File: src/sv/opm_pkg.sv
package opm_pkg;

   // Table geometry and hashing constants
   localparam int ProfileRows     = 20;
   localparam int ProfileCountDef = 20;
   localparam int LevelBits       = 5;
   localparam int WordBits        = 32;
   localparam int RecordWords     = 6;
   localparam int HashBits        = RecordWords * WordBits;
   localparam int HashBytes       = HashBits / 8;
   localparam int ByteCntBits     = $clog2(HashBytes);

   localparam logic [31:0] FnvOffset  = 32'd2166136261;
   localparam logic [31:0] FnvPrime   = 32'd16777619;
   localparam logic [31:0] RowFlags   = 32'h0000_0000;
   localparam logic [31:0] VersionRst = 32'd1;
   localparam logic [ByteCntBits-1:0] LastByte = ByteCntBits'(HashBytes - 1);

   // Configuration register indexes
   localparam logic CSR_INIT_LEVEL      = 1'b0;
   localparam logic CSR_PROFILE_VERSION = 1'b1;

   typedef enum logic [1:0] {
      OP_INIT     = 2'd0,
      OP_STAGE    = 2'd1,
      OP_APPLY    = 2'd2,
      OP_VALIDATE = 2'd3
   } op_type;

   typedef enum logic [2:0] {
      RC_OK        = 3'd0,
      RC_BAD_ARG   = 3'd1,
      RC_BAD_LEVEL = 3'd2,
      RC_MISMATCH  = 3'd3,
      RC_BUSY      = 3'd4
   } rc_type;

   typedef enum logic [1:0] {
      ST_IDLE,
      ST_CHECK,
      ST_HASH,
      ST_WRITE
   } state_type;

   typedef struct packed {
      logic [25:0] baud;
      logic [20:0] period;
      logic [12:0] train;
   } row_type;

   typedef struct packed {
      logic                 start;
      logic [31:0]          version;
      logic [LevelBits-1:0] level;
   } hash_cmd_type;

   typedef struct packed {
      logic        done;
      logic [31:0] hash;
   } hash_res_type;

   function automatic row_type rom_row(input logic [LevelBits-1:0] idx);
      row_type r;
      r = '0;
      case (idx)
         5'd0:  r = '{26'd10000000, 21'd2000000, 13'd4096};
         5'd1:  r = '{26'd25000000, 21'd2000000, 13'd4096};
         5'd2:  r = '{26'd30000000, 21'd2000000, 13'd4096};
         5'd3:  r = '{26'd35000000, 21'd2000000, 13'd4096};
         5'd4:  r = '{26'd40000000, 21'd2000000, 13'd4096};
         5'd5:  r = '{26'd45000000, 21'd2000000, 13'd4096};
         5'd6:  r = '{26'd50000000, 21'd2000000, 13'd4096};
         5'd7:  r = '{26'd10000000, 21'd1000000, 13'd4096};
         5'd8:  r = '{26'd25000000, 21'd1000000, 13'd4096};
         5'd9:  r = '{26'd30000000, 21'd1000000, 13'd4096};
         5'd10: r = '{26'd35000000, 21'd1000000, 13'd4096};
         5'd11: r = '{26'd40000000, 21'd1000000, 13'd4096};
         5'd12: r = '{26'd45000000, 21'd1000000, 13'd4096};
         5'd13: r = '{26'd50000000, 21'd1000000, 13'd4096};
         5'd14: r = '{26'd30000000, 21'd100000,  13'd4096};
         5'd15: r = '{26'd35000000, 21'd100000,  13'd4096};
         5'd16: r = '{26'd40000000, 21'd100000,  13'd4096};
         5'd17: r = '{26'd45000000, 21'd100000,  13'd4096};
         5'd18: r = '{26'd50000000, 21'd100000,  13'd4096};
         5'd19: r = '{26'd1000000,  21'd2000000, 13'd4096};
         default: r = '0;
      endcase
      return r;
   endfunction

   // Record as hashed: version in the low word, bytes leave LSB first
   function automatic logic [HashBits-1:0] pack_record(input logic [31:0] ver,
                                                       input logic [LevelBits-1:0] lvl);
      row_type r;
      r = rom_row(lvl);
      return {RowFlags, 32'(r.train), 32'(r.period), 32'(r.baud),
              32'(lvl), ver};
   endfunction

   function automatic logic [31:0] fnv_step(input logic [31:0] h, input logic [7:0] b);
      logic [31:0] x;
      x = h ^ {24'd0, b};
      return x * FnvPrime;
   endfunction

   // Elaboration-time only: hash of a row, used for the reset value
   function automatic logic [31:0] fnv_row_hash(input logic [31:0] ver,
                                                input logic [LevelBits-1:0] lvl);
      logic [HashBits-1:0] rec;
      logic [31:0]         h;
      int                  i;
      rec = pack_record(ver, lvl);
      h   = FnvOffset;
      for (i = 0; i < HashBytes; i++) begin
         h = fnv_step(h, rec[8*i +: 8]);
      end
      return h;
   endfunction

   localparam logic [31:0] ResetHash = fnv_row_hash(VersionRst, '0);

endpackage

File: src/sv/opm_fnv_serial.sv
// Byte-serial FNV-1a over one profile record, one byte per cycle.
module opm_fnv_serial (
   input  logic                  clock,
   input  logic                  reset,
   input  opm_pkg::hash_cmd_type cmd,
   output opm_pkg::hash_res_type res
);

   logic                               busy_ff, busy_in;
   logic                               done_ff, done_in;
   logic [opm_pkg::ByteCntBits-1:0]    cnt_ff, cnt_in;
   logic [opm_pkg::HashBits-1:0]       shift_ff, shift_in;
   logic [31:0]                        hash_ff, hash_in;

   always_comb begin
      busy_in  = busy_ff;
      done_in  = 1'b0;
      cnt_in   = cnt_ff;
      shift_in = shift_ff;
      hash_in  = hash_ff;
      if (cmd.start) begin
         busy_in  = 1'b1;
         cnt_in   = '0;
         shift_in = opm_pkg::pack_record(cmd.version, cmd.level);
         hash_in  = opm_pkg::FnvOffset;
      end else if (busy_ff) begin
         hash_in  = opm_pkg::fnv_step(hash_ff, shift_ff[7:0]);
         shift_in = shift_ff >> 8;
         cnt_in   = cnt_ff + 1'b1;
         if (cnt_ff == opm_pkg::LastByte) begin
            busy_in = 1'b0;
            done_in = 1'b1;
         end
      end
   end

   always_ff @(posedge clock) begin
      if (reset) begin
         busy_ff <= 1'b0;
         done_ff <= 1'b0;
         cnt_ff  <= '0;
      end else begin
         busy_ff <= busy_in;
         done_ff <= done_in;
         cnt_ff  <= cnt_in;
      end
      shift_ff <= shift_in;
      hash_ff  <= hash_in;
   end

   assign res.done = done_ff;
   assign res.hash = hash_ff;

   a_start_when_free: assert property (@(posedge clock) disable iff (reset)
      cmd.start |-> !busy_ff)
      else $error("hash start while a record is in progress");

   a_done_after_last: assert property (@(posedge clock) disable iff (reset)
      done_ff |-> ($past(busy_ff) && $past(cnt_ff) == opm_pkg::LastByte))
      else $error("hash done without finishing the last byte");

endmodule

File: config.mk
export PLATFORM = sky130hd
export DESIGN_NAME = opm_fnv_serial
export DESIGN_NICKNAME = d
export VERILOG_FILES = /design/src/sv/opm_pkg.sv /design/src/sv/opm_fnv_serial.sv
export SDC_FILE = /design/constraint.sdc
export NUM_CORES = 1
export LEC_CHECK = 0
export BUFFER_PORTS_ARGS = -buffer_cell sky130_fd_sc_hd__buf_2
export CORE_MARGIN = 3
export CORE_UTILIZATION = 41
export DETAILED_ROUTE_END_ITERATION = 10
export PLACE_DENSITY = 0.58
export SYNTH_ARGS = -nofsm -noshare
export SYNTH_HDL_FRONTEND = slang
export SYNTH_SLANG_ARGS = --single-unit
File: constraint.sdc
create_clock -name clock -period 10.7 [get_ports clock]
set_clock_uncertainty 0.05 [all_clocks]
set_input_delay 1.605 -clock clock [delete_from_list [all_inputs] [get_ports clock]]
set_output_delay 1.605 -clock clock [all_outputs]
set_load 0.005 [all_outputs]
# Yosys cells after proc, flatten, opt, wreduce, memory -nomap -nowiden
# Memory sizes are Yosys's and may differ from the RTL's.
# Index checks and enable logic that the tools add are counted.
word_totals:
  ff_bits: 180
  mem_bits_ro: 1056
  in_bits: 40
  out_inout_bits: 33
  wordCells: 21
  n_memories: 1
mem_list:
  columns: ["memory", "words", "width", "read_ports", "rd_ports_with_merged_regs", "wr", "line", "text"]
  rows:
  - ["(name not given)", 32, 33, 1, 0, 0, "opm_pkg.sv:65", "case (idx)"]
op_classes:
  addsub: 1
  mul: 1
  n_eq_ne: 1
  mux: 6
  bitwise: 2
  reduce_logical: 3
op_table:
  columns: ["cell", "count"]
  rows:
  - ["two-way mux 141 bit", 2]
  - ["multiplier 32 x 25 -> 32 bit, second input constant", 1]
  - ["XOR 32 x 8 -> 32 bit", 1]
  - ["adder 5 x 1 -> 5 bit, second input constant", 1]
  - ["== test 5 bit, second input constant", 1]
  - ["two-way mux 1 bit", 4]
  - ["OR reduction 3 bit", 1]
  - ["nonzero test 2 bit", 1]
  - ["OR reduction 2 bit", 1]
  - ["inverter 1 bit", 1]

# Logic depth before layout (Yosys ltp)
depth:
  word_depth: 4
  mapped_depth: 20
  mapped_depth_nobuf: 20

# Least setup slack after synthesis
# Ideal clock, no wire load.
synth_timing:
  path_kind: "register to register"
  from: "register hash_ff[6]"
  to: "register hash_ff[29]"
  setup_time_ps: 124
  t_arrival_ps: 4968
  required_time_ps: 10526
  path_slack_ps: 5557
  path_stages_with_launch: 20
  n_path_buf: 0
  period_less_slack_ps: 5143
  path_cell_list: "dfxtp_1 > xor2_1 > ha_1 > ha_1 > fa_1 > ha_1 > fa_1 > ha_1 > inv_1 > fa_1 > inv_1 > ha_1 > a211oi_2 > nor2_1 > a211o_1 > a31oi_4 > o221ai_2 > a211oi_4 > a211o_2 > o211ai_2"
synth_between:
  elab_chain_cells: 2
synth_rtl:
  columns: ["element", "line", "text"]
  rows:
  - ["from (decl)", "opm_fnv_serial.sv:13", "logic [31:0] hash_ff, hash_in;"]
  - ["from (signal assigned)", "opm_fnv_serial.sv:48", "hash_ff <= hash_in;"]
  - ["XOR 32 x 8 -> 32 bit", "opm_pkg.sv:102", "x = h ^ {24'd0, b};"]
  - ["multiplier 32 x 25 -> 32 bit", "opm_pkg.sv:103", "return x * FnvPrime;"]
# Every way passes these cells.
# A chain may end at the register's enable or synchronous reset.

# Final worst setup path
layout_timing:
  from: "register hash_ff[5]"
  to: "register hash_ff[24]"
# Same word-level chain as after synthesis.

==> results.cfg <==
[run_status]
status = finished, final reports clean

[route]
drtPass1Iterations = 5
viasPerCell = 5.21
drt-initial-drc-count = 396
drtAntennaViolNets = 0
wirelength_um = 28200
route.vias.total = 8458
drc = 0
wl_per_cell_um = 17.3

[clock_tree]
clk_path_buf_depth = 2
h-tree-depth = 4
numCtsBuffers = 17
clk_latency_ps = 420
post_cts_resized = 0
cts_root_buf = clkbuf_16
cts.sinks = 156
cts_hold_buffers = 0
tritoncts = yes
post_cts_buffers = 0
clk_pin_slew_ps = 70

[finish]
fill_cells = 2785
multi_input_area_um2 = 7420
final_cell_mix = ha_1 (195), inv_1 (169), edfxtp_1 (83)
regArea_um2 = 3960
layout_commonest_cell = ha_1
drive_above_1_share_pct = 11.1
diodes = 0
nets = 1535
area_growth_pct = 11.1

[timing]
hold_viol = 0
min_period_ps = 5920
max_freq_ghz = 0.169
final_max_slew_viol_count = 0
tns_ps = 0
setup_ws_ps = 4780
max-slew-margin-rel_pct = 37.3
worst_slew_pin_slew_ps = 940
rsz0062_at_grt = false
setup_violations = 0
fin_crit_sh_pct = 55.3

[synth]
synth_nets = 1481
ys.warnings.count = 0
syn-cell-area_um2 = 12200
ys_types = 71
synthFlopType = edfxtp_1
synth-seq-area-share_pct = 32.5
netlist_instances = 1172
async_flop_share_pct = 0
synth_edf_count = 83
ys_ff_latch = 156
synth_area_per_cell_um2 = 10.4

[setup_path]
required_ps = 10970
crit_buf_inv = 2
crit_family = adder cells
slowest_delay_ps = 630
critPathMaxFanout = 6
crit_arrival_ps = 6180
cp_common_cell = ha_1
crit_path_end_kind = flip-flop
cp_cell_sequence = xor2_1, ha_1, ha_1, fa_1, ha_1, fa_1, ha_1, inv_1, fa_1, inv_1, ha_1, nand3_1, nor2_2, a221o_1, a31oi_2, o21ai_1, and3_4, nor4_2, o32a_1
critical_path_class = reg2reg
critPathLaunchType = flip-flop
crit_path_top_delay_cell = xor2_1
critPathLaunch = hash_ff[5]$_SDFFE_PP0P_
r2r-start = hash_ff[5]$_SDFFE_PP0P_

[grt]
grt_use_total_pct = 18.4
grt-ovfl-total = 0
grt_pass1_wl_um = 45700
grt_pass1_vias = 8605
grt_start_max_net_pins = 71
antenna_found_initial = 1

[placement]
detailed_place_hpwl_um = 20900
dp_slack_ps = 4830
portBuffers = 72
place.gp.congestion = 0.856

[job]
drv_cap = 0

[floorplanning]
start_util_pct = 42.0
rows = 62
die-height_um = 178
core_area_um2 = 29000
die_w_um = 178
ioPinCount = 73
die-area_um2 = 31800

[worst_hold_path]
hold_class = reg2reg
hp-start = shift_ff[99]$_SDFFCE_PP0P_
metal layers:
metal | vias up | part of all wire (%) | GRT usage, %
met5 | - | 0.046 | 0
met4 | 2 | 1.4 | 4.25
met3 | 27 | 3.8 | 3.04
met2 | 152 | 50 | 32.0
met1 | 4091 | 45 | 23.9
li1 | 4186 | - | -
worst paths after layout:
check	to	slack (ps)	cells past startpoint
setup / recovery	hash_ff[24]$_SDFFE_PP1P_	4780	19
hold / removal	shift_ff[91]$_SDFFE_PP0P_	430	2
setup reg to reg	hash_ff[24]$_SDFFE_PP1P_	4780	19
hold reg to reg	shift_ff[91]$_SDFFE_PP0P_	430	2
cell type report:
cell class	count	share of cell area, %
clock inverter	15	1.35
inverter	170	4.73
tap	384	3.55
multi-input combinational	802	54.9
sequential	156	29.3
clock buffer	17	3.15
timing repair buffer	79	3.07
worst register-to-register path: stages (launching register included):
cell and delay (ps):
dfxtp_1 380, xor2_1 630, ha_1 370, ha_1 310
fa_1 440, ha_1 230, fa_1 450, ha_1 290
inv_1 50, fa_1 480, inv_1 40, ha_1 390
nand3_1 180, nor2_2 220, a221o_1 280, a31oi_2 90
o21ai_1 290, and3_4 270, nor4_2 40, o32a_1 340
through the flow:
| stage | instance area [um2] | instances | util (%) | hold WS [ps] |
|---|---|---|---|---|
| final | 13500 | 1623 | 46.6 | 434 |
| after global placement | 12900 | 1591 | 44.5 | 413 |
| after CTS | 13500 | 1623 | 46.6 | 442 |
| after detailed placement | 12900 | 1591 | 44.5 | 426 |
| after global routing | 13500 | 1623 | 46.6 | 458 |
| after floorplan | 12200 | 1172 | - | 406 |
cells in the mapped netlist, drive strengths merged, types with 14 or more instances:
master,instances,area [um2]
inv,170,638
xnor2,26,228
edfxtp,83,2490
ha,195,2440
dfxtp,73,1460
mux2i,45,450
fa,74,1480
clkbuf,33,124
nand2,67,251
o21ai,52,264
a22o,32,280
nor3,14,75.1
xor2,26,235
a21oi,37,189
and3,18,118
nor2,79,299
registers in the layout, indices dropped and copies added (netlist names):
name / count
shift_ff: 117
busy_ff: 1
cnt_ff: 5
done_ff: 1
hash_ff: 32
cells by family (layout without fill, tap and decap cells):
logic type | count (synthesis) | count (layout) | synth area share (%)
adder cells (fa/ha/maj) | 269 | 269 | 32.2
AND/OR/NAND/NOR | 226 | 226 | 8.67
buffers and inverters | 214 | 281 | 6.64
AO/OA/AOI/OAI | 210 | 210 | 12.5
flip-flops | 156 | 156 | 32.5
XOR/XNOR | 52 | 52 | 3.80
multiplexers | 45 | 45 | 3.70
Power is not shown: default switching activity piles up to over one toggle a cycle in this logic, so the estimate is an artifact.
